[src/multiturn_angle_velocity_tracker_unit_macros.svh]
// assertion macros shared by the tracker rtl
`ifndef MULTITURN_ANGLE_VELOCITY_TRACKER_UNIT_MACROS_SVH
`define MULTITURN_ANGLE_VELOCITY_TRACKER_UNIT_MACROS_SVH

// same-cycle implication, disabled in reset
`define MAVT_ASSERT_NOW(label, ante, cons, msg) \
  label: assert property (@(posedge clk_i) disable iff (!rst_ni) (ante) |-> (cons)) \
    else $error(msg);

// next-cycle implication, disabled in reset
`define MAVT_ASSERT_NEXT(label, ante, cons, msg) \
  label: assert property (@(posedge clk_i) disable iff (!rst_ni) (ante) |=> (cons)) \
    else $error(msg);

`endif

[src/mavt_pkg.sv]
// types, constants and helpers of the multiturn angle and velocity tracker
package mavt_pkg;

  // sizing
  localparam int COUNT_BITS = 16;
  localparam int TURN_BITS  = 16;
  localparam int TIME_BITS  = 32;

  // field and register widths
  localparam int RAW_W      = 16;
  localparam int TIME_IN_W  = 32;
  localparam int ANGLE_W    = 40;
  localparam int VEL_W      = 48;
  localparam int TURN_OUT_W = 16;
  localparam int CPR_W      = 17;
  localparam int CFG_W      = 32;
  localparam int CFG_IDX_W  = 2;

  // arithmetic constants
  localparam int TWO_PI_Q16   = 411775;
  localparam int USEC_PER_SEC = 1000000;
  localparam int TA_W         = TURN_BITS + 20;
  localparam int SUM_W        = 48;
  localparam int MAG_W        = ANGLE_W + 1;
  localparam int NUM_W        = 61;
  localparam int QUO_W        = 48;
  localparam int LO_W         = 52;
  localparam int DIV_STEPS    = QUO_W / 2;
  localparam int DIV_CNT_W    = $clog2(DIV_STEPS);

  // register reset values
  localparam logic [CPR_W-1:0] CPR_RST      = CPR_W'(16384);
  localparam logic [CFG_W-1:0] RPC_RST      = CFG_W'(1647099);
  localparam logic [CFG_W-1:0] MAX_INT_RST  = CFG_W'(500000);
  localparam logic [CFG_W-1:0] FALLBACK_RST = CFG_W'(1000);

  // register indexes
  typedef enum logic [CFG_IDX_W-1:0] {
    REG_CPR      = 2'd0,
    REG_RPC      = 2'd1,
    REG_MAX_INT  = 2'd2,
    REG_FALLBACK = 2'd3
  } cfg_reg_e;

  // item opcodes
  typedef enum logic {
    OP_INIT   = 1'b0,
    OP_SAMPLE = 1'b1
  } opcode_e;

  // sequencer states
  typedef enum logic [3:0] {
    ST_IDLE,
    ST_TURN,
    ST_ANGLE,
    ST_DELTA,
    ST_MLO,
    ST_MHI,
    ST_NUM,
    ST_DIV,
    ST_VEL
  } state_e;

  // saturate a wide signed value to the angle range
  function automatic logic signed [ANGLE_W-1:0] clamp_angle(input logic signed [SUM_W-1:0] v);
    logic [SUM_W-ANGLE_W:0] top;
    logic signed [ANGLE_W-1:0] res;
    top = v[SUM_W-1:ANGLE_W-1];
    if ((top == '0) || (top == '1)) begin
      res = v[ANGLE_W-1:0];
    end else if (v[SUM_W-1]) begin
      res = {1'b1, {(ANGLE_W-1){1'b0}}};
    end else begin
      res = {1'b0, {(ANGLE_W-1){1'b1}}};
    end
    return res;
  endfunction

endpackage

[src/mavt_in_if.sv]
// input channel: opcode, raw count and timestamp
interface mavt_in_if;
  logic                               valid;
  logic                               ready;
  logic                               opcode;
  logic [mavt_pkg::RAW_W-1:0]         raw_count;
  logic [mavt_pkg::TIME_IN_W-1:0]     time_us;

  modport source (output valid, output opcode, output raw_count, output time_us,
                  input ready);
  modport sink   (input valid, input opcode, input raw_count, input time_us,
                  output ready);
endinterface

[src/mavt_out_if.sv]
// output channel: angle, velocity and turn count
interface mavt_out_if;
  logic                                    valid;
  logic                                    ready;
  logic signed [mavt_pkg::ANGLE_W-1:0]     angle_q16;
  logic signed [mavt_pkg::VEL_W-1:0]       velocity_q16;
  logic signed [mavt_pkg::TURN_OUT_W-1:0]  turn_count;

  modport source (output valid, output angle_q16, output velocity_q16, output turn_count,
                  input ready);
  modport sink   (input valid, input angle_q16, input velocity_q16, input turn_count,
                  output ready);
endinterface

[src/multiturn_angle_velocity_tracker_unit.sv]
// multiturn angle unwrap and velocity tracker, top level
//
// Usage: each input word carries an opcode, a raw absolute-encoder count and
// a microsecond timestamp; each one gives exactly one output word with the
// Q16.16 multi-turn angle, the Q16.16 velocity and the turn counter.
// Configuration registers are written through cfg_we_i / cfg_addr_i /
// cfg_wdata_i while the unit is idle, a rule the block does not enforce.
// Steps: a sample word passes through count times scale on one shared 32x32
// multiplier, angle, delta, two more multiplier passes for delta times 1e6,
// dividend, then a radix-4 divider pass; an init word takes only the turn,
// angle and delta steps, and a sample whose velocity saturates skips the
// divider. One word is worked on at a time; in_i.ready is high only in the
// idle state, so a new sample is taken only once the previous word is through.
// The result sits in an output register, so the unit returns to idle and
// takes the next word while that result waits; a new result is held back
// only while the previous one is still not taken.
// Reset: all tracker state is zero and the registers take their defaults;
// no word is pending.
module multiturn_angle_velocity_tracker_unit (
  input  logic                               clk_i,
  input  logic                               rst_ni,
  mavt_in_if.sink                            in_i,
  mavt_out_if.source                         out_o,
  input  logic                               cfg_we_i,
  input  logic [mavt_pkg::CFG_IDX_W-1:0]     cfg_addr_i,
  input  logic [mavt_pkg::CFG_W-1:0]         cfg_wdata_i
);

  `include "multiturn_angle_velocity_tracker_unit_macros.svh"

  localparam logic signed [mavt_pkg::TURN_BITS-1:0] TurnMax =
    {1'b0, {(mavt_pkg::TURN_BITS-1){1'b1}}};
  localparam logic signed [mavt_pkg::TURN_BITS-1:0] TurnMin =
    {1'b1, {(mavt_pkg::TURN_BITS-1){1'b0}}};
  localparam logic signed [mavt_pkg::VEL_W-1:0] VelMax =
    {1'b0, {(mavt_pkg::VEL_W-1){1'b1}}};
  localparam logic signed [mavt_pkg::VEL_W-1:0] VelMin =
    {1'b1, {(mavt_pkg::VEL_W-1){1'b0}}};
  localparam logic [mavt_pkg::DIV_CNT_W-1:0] DivLast =
    mavt_pkg::DIV_CNT_W'(mavt_pkg::DIV_STEPS - 1);

  // configuration registers
  logic [mavt_pkg::CPR_W-1:0] cpr_q;
  logic [mavt_pkg::CFG_W-1:0] rpc_q;
  logic [mavt_pkg::CFG_W-1:0] max_int_q;
  logic [mavt_pkg::CFG_W-1:0] fallback_q;

  // tracker state
  logic [mavt_pkg::COUNT_BITS-1:0]        last_count_q;
  logic signed [mavt_pkg::TURN_BITS-1:0]  turns_q;
  logic signed [mavt_pkg::TA_W-1:0]       turn_angle_q;
  logic signed [mavt_pkg::ANGLE_W-1:0]    last_angle_q;
  logic [mavt_pkg::TIME_BITS-1:0]         last_time_q;

  // sequencer and datapath
  mavt_pkg::state_e state_q, state_d;
  logic                                   op_q;
  logic [mavt_pkg::COUNT_BITS-1:0]        count_q;
  logic [mavt_pkg::TIME_BITS-1:0]         now_q;
  logic [mavt_pkg::CFG_W-1:0]             dt_q;
  logic [63:0]                            mul_q;
  logic [31:0]                            mul_a, mul_b;
  logic signed [mavt_pkg::ANGLE_W-1:0]    angle_q;
  logic                                   neg_q;
  logic [mavt_pkg::MAG_W-1:0]             mag_q;
  logic [mavt_pkg::LO_W-1:0]              lo_q;
  logic [mavt_pkg::CFG_W-1:0]             rem_q;
  logic [mavt_pkg::QUO_W-1:0]             quo_q;
  logic                                   sat_q;
  logic [mavt_pkg::DIV_CNT_W-1:0]         div_cnt_q;

  // output register
  logic                                   out_valid_q, out_valid_d;
  logic signed [mavt_pkg::ANGLE_W-1:0]    out_angle_q;
  logic signed [mavt_pkg::VEL_W-1:0]      out_vel_q;
  logic signed [mavt_pkg::TURN_OUT_W-1:0] out_turn_q;

  logic in_fire;
  logic out_load;

  // configuration write port
  always_ff @(posedge clk_i or negedge rst_ni) begin
    if (!rst_ni) begin
      cpr_q      <= mavt_pkg::CPR_RST;
      rpc_q      <= mavt_pkg::RPC_RST;
      max_int_q  <= mavt_pkg::MAX_INT_RST;
      fallback_q <= mavt_pkg::FALLBACK_RST;
    end else if (cfg_we_i) begin
      case (mavt_pkg::cfg_reg_e'(cfg_addr_i))
        mavt_pkg::REG_CPR:      cpr_q      <= cfg_wdata_i[mavt_pkg::CPR_W-1:0];
        mavt_pkg::REG_RPC:      rpc_q      <= cfg_wdata_i;
        mavt_pkg::REG_MAX_INT:  max_int_q  <= cfg_wdata_i;
        mavt_pkg::REG_FALLBACK: fallback_q <= cfg_wdata_i;
        default: ;
      endcase
    end
  end

  // wrap detection: 5*|d| > 4*cpr
  logic signed [mavt_pkg::COUNT_BITS:0] d_w;
  logic [mavt_pkg::COUNT_BITS-1:0]      d_mag;
  logic [mavt_pkg::COUNT_BITS+2:0]      d_mag5;
  logic [mavt_pkg::CPR_W+1:0]           cpr4;
  logic                                 wrap;
  assign d_w    = $signed({1'b0, count_q}) - $signed({1'b0, last_count_q});
  assign d_mag  = d_w[mavt_pkg::COUNT_BITS] ? mavt_pkg::COUNT_BITS'(-d_w)
                                            : d_w[mavt_pkg::COUNT_BITS-1:0];
  assign d_mag5 = {d_mag, 2'b00} + (mavt_pkg::COUNT_BITS+3)'(d_mag);
  assign cpr4   = {cpr_q, 2'b00};
  assign wrap   = (mavt_pkg::CPR_W+2)'(d_mag5) > cpr4;

  // interval selection with fallback
  logic [mavt_pkg::TIME_BITS-1:0] dt_raw;
  logic [mavt_pkg::CFG_W-1:0]     dt_ext;
  logic [mavt_pkg::CFG_W-1:0]     fb_eff;
  assign dt_raw = now_q - last_time_q;
  assign dt_ext = mavt_pkg::CFG_W'(dt_raw);
  assign fb_eff = (fallback_q == '0) ? mavt_pkg::CFG_W'(1) : fallback_q;

  // angle: turns * 2pi + rounded fraction
  logic [48:0]                          frac_rnd;
  logic [32:0]                          frac;
  logic signed [mavt_pkg::SUM_W-1:0]    angle_sum;
  assign frac_rnd  = 49'(mul_q[47:0]) + 49'(16'h8000);
  assign frac      = frac_rnd[48:16];
  assign angle_sum = mavt_pkg::SUM_W'(turn_angle_q) + $signed(mavt_pkg::SUM_W'(frac));

  // angle delta and magnitude
  logic signed [mavt_pkg::MAG_W-1:0] diff;
  assign diff = mavt_pkg::MAG_W'(angle_q) - mavt_pkg::MAG_W'(last_angle_q);

  // dividend from the two partial products
  logic [mavt_pkg::NUM_W-1:0] num;
  assign num = {mul_q[28:0], 32'b0} + mavt_pkg::NUM_W'(lo_q);

  // two restoring divider steps per cycle
  logic [32:0] r1, r2;
  logic        ge1, ge2;
  logic [31:0] r1s, r2s;
  assign r1  = {rem_q, quo_q[mavt_pkg::QUO_W-1]};
  assign ge1 = r1 >= {1'b0, dt_q};
  assign r1s = ge1 ? 32'(r1 - {1'b0, dt_q}) : r1[31:0];
  assign r2  = {r1s, quo_q[mavt_pkg::QUO_W-2]};
  assign ge2 = r2 >= {1'b0, dt_q};
  assign r2s = ge2 ? 32'(r2 - {1'b0, dt_q}) : r2[31:0];

  // velocity from quotient, sign and saturation
  logic                               vel_sat;
  logic signed [mavt_pkg::VEL_W-1:0]  vel_w;
  assign vel_sat = sat_q || quo_q[mavt_pkg::QUO_W-1];
  always_comb begin
    if (vel_sat) begin
      vel_w = neg_q ? VelMin : VelMax;
    end else if (neg_q) begin
      vel_w = mavt_pkg::VEL_W'(-quo_q);
    end else begin
      vel_w = quo_q;
    end
  end

  // shared multiplier operand select
  always_comb begin
    mul_a = '0;
    mul_b = '0;
    case (state_q)
      mavt_pkg::ST_TURN: begin
        mul_a = 32'(count_q);
        mul_b = rpc_q;
      end
      mavt_pkg::ST_MLO: begin
        mul_a = mag_q[31:0];
        mul_b = 32'(mavt_pkg::USEC_PER_SEC);
      end
      mavt_pkg::ST_MHI: begin
        mul_a = 32'(mag_q[mavt_pkg::MAG_W-1:32]);
        mul_b = 32'(mavt_pkg::USEC_PER_SEC);
      end
      default: ;
    endcase
  end

  // handshakes
  assign in_i.ready = (state_q == mavt_pkg::ST_IDLE);
  assign in_fire    = in_i.valid && in_i.ready;
  assign out_load   = (state_q == mavt_pkg::ST_VEL) && (!out_valid_q || out_o.ready);

  // next state and output valid
  always_comb begin
    state_d     = state_q;
    out_valid_d = out_valid_q;
    if (out_valid_q && out_o.ready) begin
      out_valid_d = 1'b0;
    end
    case (state_q)
      mavt_pkg::ST_IDLE: begin
        if (in_fire) begin
          state_d = mavt_pkg::ST_TURN;
        end
      end
      mavt_pkg::ST_TURN:  state_d = mavt_pkg::ST_ANGLE;
      mavt_pkg::ST_ANGLE: state_d = mavt_pkg::ST_DELTA;
      mavt_pkg::ST_DELTA: begin
        state_d = (op_q == mavt_pkg::OP_INIT) ? mavt_pkg::ST_VEL : mavt_pkg::ST_MLO;
      end
      mavt_pkg::ST_MLO:   state_d = mavt_pkg::ST_MHI;
      mavt_pkg::ST_MHI:   state_d = mavt_pkg::ST_NUM;
      mavt_pkg::ST_NUM: begin
        state_d = (32'(num[mavt_pkg::NUM_W-1:mavt_pkg::QUO_W]) >= dt_q) ?
                  mavt_pkg::ST_VEL : mavt_pkg::ST_DIV;
      end
      mavt_pkg::ST_DIV: begin
        if (div_cnt_q == DivLast) begin
          state_d = mavt_pkg::ST_VEL;
        end
      end
      mavt_pkg::ST_VEL: begin
        if (out_load) begin
          state_d     = mavt_pkg::ST_IDLE;
          out_valid_d = 1'b1;
        end
      end
      default: state_d = mavt_pkg::ST_IDLE;
    endcase
  end

  // state register
  always_ff @(posedge clk_i or negedge rst_ni) begin
    if (!rst_ni) begin
      state_q     <= mavt_pkg::ST_IDLE;
      out_valid_q <= 1'b0;
    end else begin
      state_q     <= state_d;
      out_valid_q <= out_valid_d;
    end
  end

  // tracker state updates
  always_ff @(posedge clk_i or negedge rst_ni) begin
    if (!rst_ni) begin
      last_count_q <= '0;
      turns_q      <= '0;
      turn_angle_q <= '0;
      last_angle_q <= '0;
      last_time_q  <= '0;
    end else begin
      case (state_q)
        mavt_pkg::ST_TURN: begin
          last_count_q <= count_q;
          if (op_q == mavt_pkg::OP_INIT) begin
            turns_q      <= '0;
            turn_angle_q <= '0;
            last_time_q  <= '0;
          end else begin
            last_time_q <= now_q;
            if (wrap && d_w > 0 && turns_q != TurnMin) begin
              turns_q      <= turns_q - 1'b1;
              turn_angle_q <= turn_angle_q - mavt_pkg::TA_W'(mavt_pkg::TWO_PI_Q16);
            end else if (wrap && d_w < 0 && turns_q != TurnMax) begin
              turns_q      <= turns_q + 1'b1;
              turn_angle_q <= turn_angle_q + mavt_pkg::TA_W'(mavt_pkg::TWO_PI_Q16);
            end
          end
        end
        mavt_pkg::ST_DELTA: last_angle_q <= angle_q;
        default: ;
      endcase
    end
  end

  // datapath registers
  always_ff @(posedge clk_i) begin
    mul_q <= 64'(mul_a) * 64'(mul_b);
    case (state_q)
      mavt_pkg::ST_IDLE: begin
        if (in_fire) begin
          op_q    <= in_i.opcode;
          count_q <= in_i.raw_count[mavt_pkg::COUNT_BITS-1:0];
          now_q   <= in_i.time_us[mavt_pkg::TIME_BITS-1:0];
        end
      end
      mavt_pkg::ST_TURN: begin
        dt_q <= (dt_ext == '0 || dt_ext > max_int_q) ? fb_eff : dt_ext;
      end
      mavt_pkg::ST_ANGLE: angle_q <= mavt_pkg::clamp_angle(angle_sum);
      mavt_pkg::ST_DELTA: begin
        if (op_q == mavt_pkg::OP_INIT) begin
          neg_q <= 1'b0;
          sat_q <= 1'b0;
          quo_q <= '0;
        end else begin
          neg_q <= diff[mavt_pkg::MAG_W-1];
          mag_q <= diff[mavt_pkg::MAG_W-1] ? mavt_pkg::MAG_W'(-diff) : diff;
        end
      end
      mavt_pkg::ST_MHI: lo_q <= mul_q[mavt_pkg::LO_W-1:0];
      mavt_pkg::ST_NUM: begin
        sat_q     <= 32'(num[mavt_pkg::NUM_W-1:mavt_pkg::QUO_W]) >= dt_q;
        rem_q     <= 32'(num[mavt_pkg::NUM_W-1:mavt_pkg::QUO_W]);
        quo_q     <= num[mavt_pkg::QUO_W-1:0];
        div_cnt_q <= '0;
      end
      mavt_pkg::ST_DIV: begin
        rem_q     <= r2s;
        quo_q     <= {quo_q[mavt_pkg::QUO_W-3:0], ge1, ge2};
        div_cnt_q <= div_cnt_q + 1'b1;
      end
      default: ;
    endcase
    if (out_load) begin
      out_angle_q <= last_angle_q;
      out_vel_q   <= vel_w;
      out_turn_q  <= mavt_pkg::TURN_OUT_W'(turns_q);
    end
  end

  // output word
  assign out_o.valid        = out_valid_q;
  assign out_o.angle_q16    = out_angle_q;
  assign out_o.velocity_q16 = out_vel_q;
  assign out_o.turn_count   = out_turn_q;

  // turn angle kept as a running sum must match turns times two pi
  logic signed [mavt_pkg::TA_W-1:0] ta_chk;
  assign ta_chk = mavt_pkg::TA_W'(turns_q) * mavt_pkg::TA_W'(mavt_pkg::TWO_PI_Q16);

  `MAVT_ASSERT_NOW(a_turn_angle_sum, 1'b1, turn_angle_q == ta_chk,
                   "turn angle out of step with turn counter")
  `MAVT_ASSERT_NOW(a_div_rem_bound, state_q == mavt_pkg::ST_DIV, rem_q < dt_q,
                   "divider remainder not below divisor")
  `MAVT_ASSERT_NEXT(a_init_clears, state_q == mavt_pkg::ST_TURN && op_q == mavt_pkg::OP_INIT,
                    turns_q == '0 && last_time_q == '0,
                    "init word did not clear turns and time")
  `MAVT_ASSERT_NOW(a_out_from_vel, $rose(out_valid_q), $past(state_q) == mavt_pkg::ST_VEL,
                   "result word raised outside the velocity state")

endmodule
[src/flat_wrapper.sv]
// flat-port wrapper written by rule: the top's interface ports become plain ports
module multiturn_angle_velocity_tracker_unit_flat 
  (clk_i, rst_ni, cfg_we_i, cfg_addr_i, cfg_wdata_i, in_i_valid, in_i_opcode, in_i_raw_count, in_i_time_us, in_i_ready, out_o_valid, out_o_angle_q16, out_o_velocity_q16, out_o_turn_count, out_o_ready);
  mavt_in_if in_i_i ();
  mavt_out_if out_o_i ();
  input  logic clk_i;
  input  logic rst_ni;
  input  logic cfg_we_i;
  input  logic [mavt_pkg::CFG_IDX_W-1:0] cfg_addr_i;
  input  logic [mavt_pkg::CFG_W-1:0] cfg_wdata_i;
  input wire logic [$bits(in_i_i.valid)-1:0] in_i_valid;
  input wire logic [$bits(in_i_i.opcode)-1:0] in_i_opcode;
  input wire logic [$bits(in_i_i.raw_count)-1:0] in_i_raw_count;
  input wire logic [$bits(in_i_i.time_us)-1:0] in_i_time_us;
  output wire logic [$bits(in_i_i.ready)-1:0] in_i_ready;
  output wire logic [$bits(out_o_i.valid)-1:0] out_o_valid;
  output wire logic [$bits(out_o_i.angle_q16)-1:0] out_o_angle_q16;
  output wire logic [$bits(out_o_i.velocity_q16)-1:0] out_o_velocity_q16;
  output wire logic [$bits(out_o_i.turn_count)-1:0] out_o_turn_count;
  input wire logic [$bits(out_o_i.ready)-1:0] out_o_ready;
  assign in_i_i.valid = in_i_valid;
  assign in_i_i.opcode = in_i_opcode;
  assign in_i_i.raw_count = in_i_raw_count;
  assign in_i_i.time_us = in_i_time_us;
  assign in_i_ready = in_i_i.ready;
  assign out_o_valid = out_o_i.valid;
  assign out_o_angle_q16 = out_o_i.angle_q16;
  assign out_o_velocity_q16 = out_o_i.velocity_q16;
  assign out_o_turn_count = out_o_i.turn_count;
  assign out_o_i.ready = out_o_ready;
  multiturn_angle_velocity_tracker_unit u_core (.clk_i(clk_i), .rst_ni(rst_ni), .in_i(in_i_i), .out_o(out_o_i), .cfg_we_i(cfg_we_i), .cfg_addr_i(cfg_addr_i), .cfg_wdata_i(cfg_wdata_i));
endmodule
[config.mk]
export PLATFORM = sky130hd
export DESIGN_NAME = multiturn_angle_velocity_tracker_unit_flat
export DESIGN_NICKNAME = d
export VERILOG_FILES = /design/src/mavt_pkg.sv /design/src/mavt_in_if.sv /design/src/mavt_out_if.sv /design/src/multiturn_angle_velocity_tracker_unit.sv /design/src/flat_wrapper.sv
export VERILOG_INCLUDE_DIRS = /design/src /design/src/src
export SDC_FILE = /design/constraint.sdc
export NUM_CORES = 2
export LEC_CHECK = 0
export BUFFER_PORTS_ARGS = -buffer_cell sky130_fd_sc_hd__buf_2
export CAP_MARGIN = 20
export CORE_ASPECT_RATIO = 0.8
export CORE_MARGIN = 2
export CORE_UTILIZATION = 25
export CTS_BUF_LIST = sky130_fd_sc_hd__clkbuf_8
export CTS_CLUSTER_DIAMETER = 150
export DETAILED_ROUTE_END_ITERATION = 8
export GPL_TIMING_DRIVEN = 0
export HOLD_SLACK_MARGIN = 0.12
export PLACE_DENSITY = 0.38
export SYNTH_ARGS = -nofsm -noshare
export SYNTH_HDL_FRONTEND = slang
export SYNTH_SLANG_ARGS = --single-unit
[constraint.sdc]
create_clock -name clk_i -period 27.6 [get_ports clk_i]
set_input_delay 5.52 -clock clk_i [delete_from_list [all_inputs] [get_ports clk_i]]
set_output_delay 5.52 -clock clk_i [all_outputs]
set_load 0.02 [all_outputs]
# Word level (Yosys, flattened, before mapping)
# Cells that the tools add are included.
[classes]
reduce_logical = 31
order_cmp = 7
bitwise = 0
multipliers = 1
n_eq_ne = 20
shift = 0
div = 0
addsub = 17
n_mux = 35
[op_table]
columns = ["operator", "count"]
rows = [
  ["48-bit two-way mux", 4],
  ["32-bit two-way mux", 5],
  ["48-bit one-hot mux with 3 select lines", 1],
  ["32-bit one-hot mux with 2 select lines", 2],
  ["40-bit two-way mux", 3],
  ["36-bit two-way mux", 3],
  ["32-bit one-hot mux with 3 select lines", 1],
  ["32-bit subtractor", 3],
  ["33-bit by 32-bit >= comparator with 1-bit output", 2],
  ["32-bit logical NOT", 2],
  ["16-bit two-way mux", 4],
  ["61-bit by 52-bit adder with 61-bit output", 1],
  ["32-bit by 32-bit multiplier with 52-bit output", 1],
  ["48-bit by 16-bit adder with 49-bit output, second input constant", 1],
  ["48-bit negator", 1],
  ["41-bit negator", 1],
  ["40-bit by 40-bit subtractor with 41-bit output", 1],
  ["36-bit by 34-bit adder with 37-bit output", 1],
  ["36-bit by 20-bit adder with 36-bit output, second input constant", 1],
  ["4-bit one-hot mux with 9 select lines", 1],
  ["36-bit by 20-bit subtractor with 36-bit output, second input constant", 1],
  ["13-bit by 32-bit >= comparator with 1-bit output", 1],
  ["32-bit > comparator", 1],
  ["16-bit != test, second input constant", 2],
  ["other kinds (35)", 67],
]
[word_totals]
regBits = 715
rom_bits = 0
ram_bits = 0
output_inout_bits = 106
n_memories = 0
latch_bits = 0
word_cells = 139

# Longest topological paths before layout
[logic_depth]
ltp_word = 10
depth_mapped = 46
mapped_depth_nobuf = 44

# Worst setup path before layout
# No wires, ideal clock.
[synth_path]
path_type = "flip-flop to flip-flop"
from = "register u_core.state_q[3]"
to = "register u_core.mul_q[48]"
stages_incl_launch_ff = 35
setup_ns = 0.106
slack_ns = 17.095
required_time_ns = 27.494
arrival_time_ns = 10.399
period_less_slack_ns = 10.505
cell_sequence = "dfrtp_1 -> nand2b_1 -> nor2_1 -> and2_1 -> clkbuf_1 -> a22oi_1 -> nand2_1 -> clkbuf_1 -> nand2_1 -> fa_1 -> inv_1 -> fa_1 -> inv_1 -> fa_1 -> fa_1 -> inv_1 -> fa_1 -> inv_1 -> fa_1 -> inv_1 -> fa_1 -> fa_1 -> ha_1 -> clkbuf_1 -> nand4_1 -> nor2_1 -> a211oi_1 -> o21bai_1 -> a221o_1 -> a2111oi_0 -> a21o_1 -> o21ai_0 -> nor4b_1 -> or2_2 -> o311ai_0"
[synth_between]
elab_chain_cells = 4
[synth_rtl]
columns = ["element", "line", "source"]
rows = [
  ["from (decl)", "multiturn_angle_velocity_tracker_unit.sv:56", "mavt_pkg::state_e state_q, state_d;"],
  ["from (signal assigned)", "multiturn_angle_velocity_tracker_unit.sv:229", "state_q <= mavt_pkg::ST_IDLE;"],
  ["from (signal assigned)", "multiturn_angle_velocity_tracker_unit.sv:232", "state_q <= state_d;"],
  ["4-bit by 3-bit equality test with 1-bit output", "multiturn_angle_velocity_tracker_unit.sv:165", "case (state_q)"],
  ["2-bit OR reduction (no source line)", "-", ""],
  ["32-bit one-hot mux with 2 select lines", "multiturn_angle_velocity_tracker_unit.sv:165", ""],
  ["32-bit by 32-bit multiplier with 52-bit output (*)", "multiturn_angle_velocity_tracker_unit.sv:272", "mul_q <= 64'(mul_a) * 64'(mul_b);"],
  ["to (signal assigned)", "multiturn_angle_velocity_tracker_unit.sv:272", ""],
  ["to (decl)", "multiturn_angle_velocity_tracker_unit.sv:61", "logic [63:0] mul_q;"],
]
# Every way passes the cells marked *; elsewhere a longest branch is shown, timed or not.
# A chain may end at the register's enable or synchronous reset.

# Worst setup path in the final report
[layout_path]
from = "register u_core.state_q[0]"
to = "register u_core.mul_q[48]"
# Same word-level chain as after synthesis.

==> impl_metrics.py <==
metrics = {
    "status": {
        "outcome": "finished, final reports clean",
    },
    "sta": {
        "finClkSkew_ps": 73.6,
        "finalHoldViolCount": 0,
        "fin_crit_sh": 0.497,
        "worst_pin_slew_ps": 1180,
        "hold_ws_ps": 384,
        "finalSetupViolations": 0,
        "slew_violations": 0,
        "period_minus_slack_ps": 13710,
        "tns_ps": 0,
        "maxSlewHeadroom": 0.206,
        "max_freq_mhz": 72.9,
        "rsz0062_at_grt": "false",
    },
    "critical_path": {
        "crit_end": "u_core.mul_q[48]",
        "critPathRequiredTime_ps": 28250,
        "timing.rr.end": "u_core.mul_q[48]",
        "end_kind": "register",
        "criticalPathCategory": "reg -> reg",
        "worst-path-stages": 36,
        "critPathLaunchType": "register",
        "reg2reg_setup_slack_ps": 13890,
        "worst_path_max_delay_cell": "nand3_1",
        "reg2reg_from": "u_core.state_q[0]",
        "crit_arrival_ps": 14360,
        "critPathMostFrequentCell": "fa_1",
        "reg2reg_depth": 36,
        "slowest_delay_ps": 780,
        "setup.worst_path.start": "u_core.state_q[0]",
        "crit_fanout": 10,
        "crit_family": "adder cells",
        "path_buf_inv": 12,
    },
    "global_route": {
        "grt_remaining_overflow": 0,
        "grt_pass1_vias": 54800,
        "antenna_found_initial": 31,
        "grt_max_degree": 107,
        "grt_pass1_wl_um": 371000,
        "grt_usage": 0.173,
    },
    "run": {
        "drv_cap": 0,
    },
    "clocking": {
        "clock-root-buffer": "clkbuf_8",
        "ctsResizeCount": 0,
        "postCtsSetupRepairBufs": 0,
        "h-tree-depth": 4,
        "clockBufferDepth": 4,
        "clkSinkCount": 706,
        "clk-insertion-delay-late_ps": 910,
        "cts_buffers": 147,
        "cts_tree": "done",
        "postCtsHoldBufs": 0,
        "clk_pin_slew_worst_paths_ps": 60,
    },
    "synth": {
        "yosys.cell_count.top_type": "inv_1",
        "synth_compound_area_frac": 0.123,
        "synth.distinct_cells": 85,
        "synthDominantCellAreaShare": 0.238,
        "synthTopCellsByCount": "inv_1, fa_1, nand2_1, ha_1, nor2_1",
        "synth_top_area_cell": "fa_1",
        "ys_seq_area_frac": 0.274,
        "avgSynthCellArea_sq_um": 9.73,
        "synthesis.area_sq_um": 71000,
        "synth_adder_area_share": 0.330,
        "synthSimpleGateAreaFrac": 0.122,
        "async_flop_share": 0.361,
        "synth_xor_area_frac": 0.0439,
        "ys_seq_elements": 706,
        "synthCells": 7300,
        "dominantRegCellSynth": "edfxtp_1",
        "synth_warnings": 0,
        "synth_edf_count": 399,
        "synth_mux_area_frac": 0.0304,
        "ys_top_cells_by_area": "fa_1, edfxtp_1, ha_1",
        "synth_top_family_by_area": "adder cells",
    },
    "routing": {
        "drtIter0Drc": 3832,
        "ant_nets": 0,
        "drtPass1Iterations": 5,
        "drc": 0,
        "via_per_inst": 4.53,
        "vias": 54000,
        "avgRoutedWirePerCell_um": 20.9,
        "wl_um": 249000,
    },
    "layout": {
        "final_util": 0.286,
        "final_cells": 11900,
        "seq_area_sq_um": 19400,
        "multi_input_area_sq_um": 47400,
        "finalNetCount": 9443,
        "drive_gt1_frac": 0.0808,
        "fill_cells": 30100,
        "area_delta_synth_final_pct": 14.3,
    },
    "min_path": {
        "hp-class": "reg -> reg",
    },
    "placed_design": {
        "portBuffers": 193,
        "place_congestion": 0.863,
        "dp_hpwl_um": 209000,
        "dp.cells": 11600,
    },
    "die": {
        "fp-row-count": 175,
        "core_area_sq_um": 284000,
        "die_w_um": 600,
        "io_pins": 194,
        "fp.dieH_um": 481,
        "die_area_sq_um": 288000,
        "initial_core_util": 0.251,
    },
}
==> cell type report <==
class | count | area share
Antenna cell | 5 | 0.000154
Buffer | 246 | 0.0117
Clock buffer | 164 | 0.0278
Clock inverter | 91 | 0.00693
Inverter | 1210 | 0.0559
Multi-Input combinational cell | 5460 | 0.583
Sequential cell | 706 | 0.239
Tap cell | 3805 | 0.0586
Timing Repair Buffer | 217 | 0.0164
==> cell usage in the layout, fill, tap and decap left out, types with 164 or more instances in the layout <==
| master | Yosys | final |
|---|---|---|
| clkbuf_8 | 0 | 164 |
| a21o_1 | 193 | 193 |
| buf_2 | 3 | 199 |
| fa_1 | 843 | 843 |
| nor2_1 | 406 | 405 |
| ha_1 | 524 | 524 |
| dfrtp_1 | 229 | 229 |
| a21oi_1 | 297 | 297 |
| xnor2_1 | 246 | 246 |
| conb_1 | 2 | 324 |
| edfxtp_1 | 399 | 399 |
| o21ai_0 | 339 | 338 |
| nand2_1 | 758 | 758 |
| nand3_1 | 168 | 168 |
| clkbuf_1 | 203 | 201 |
| inv_1 | 1209 | 1254 |
==> through the flow <==
step	cell area, sq um	setup WS [ps]
after floorplan	72300	17100
after global placement	78000	12280
after detailed placement	78400	13850
after CTS	81200	13750
after global routing	81200	13090
final	81200	13890
==> cell families after synthesis <==
logic type / after synthesis
AND/OR/NAND/NOR: 1884
buffers and inverters: 1456
adder cells (fa/ha/maj): 1367
AO/OA/AOI/OAI: 1332
flip-flops: 706
XOR/XNOR: 356
multiplexers: 197
other: 2
==> worst min path at each step <==
stage / from / end / cells past startpoint
CTS: u_core.mul_q[51] / u_core.lo_q[51] / 0
finish: u_core.mul_q[51] / u_core.lo_q[51] / 0
global placement: u_core.mul_q[50] / u_core.lo_q[50] / 0
floorplan: u_core.mul_q[48] / u_core.lo_q[48] / 0
detailed placement: u_core.mul_q[51] / u_core.lo_q[51] / 0
global route: u_core.mul_q[51] / u_core.lo_q[51] / 0
==> per-layer routing <==
metal  global-route usage  part of all wire
met3               0.0216             0.045
met5                    0                 0
met4               0.0397             0.024
met1                0.264              0.51
met2                0.258              0.42
==> state kept, by name, summed over array words and instances (netlist names), 17 cells and up <==
register,flops
u_core.rpc_q,32
u_core.fallback_q,32
u_core.rem_q,32
u_core.max_int_q,32
u_core.cpr_q,17
u_core.dt_q,32
u_core.mul_q,52
u_core.out_o.velocity_q16,48
u_core.angle_q,37
u_core.turn_angle_q,36
u_core.mag_q,41
u_core.lo_q,52
u_core.out_o.angle_q16,37
u_core.last_time_q,32
u_core.last_angle_q,37
u_core.quo_q,48
u_core.now_q,32
==> worst reg2reg max path, delay by kind of cell (launching register included) <==
| family | cells | cell delay, ps |
|---|---|---|
| AOI/OAI and AO/OA | 7 | 2690 |
| buffers and inverters | 12 | 3320 |
| and+or+nand+nor | 8 | 2740 |
| DFF | 1 | 320 |
| adders and majority gates | 9 | 4390 |
Power is left out: the tool's default activity adds up to more than one toggle a clock period on the data nets, which glitch-free logic cannot reach.
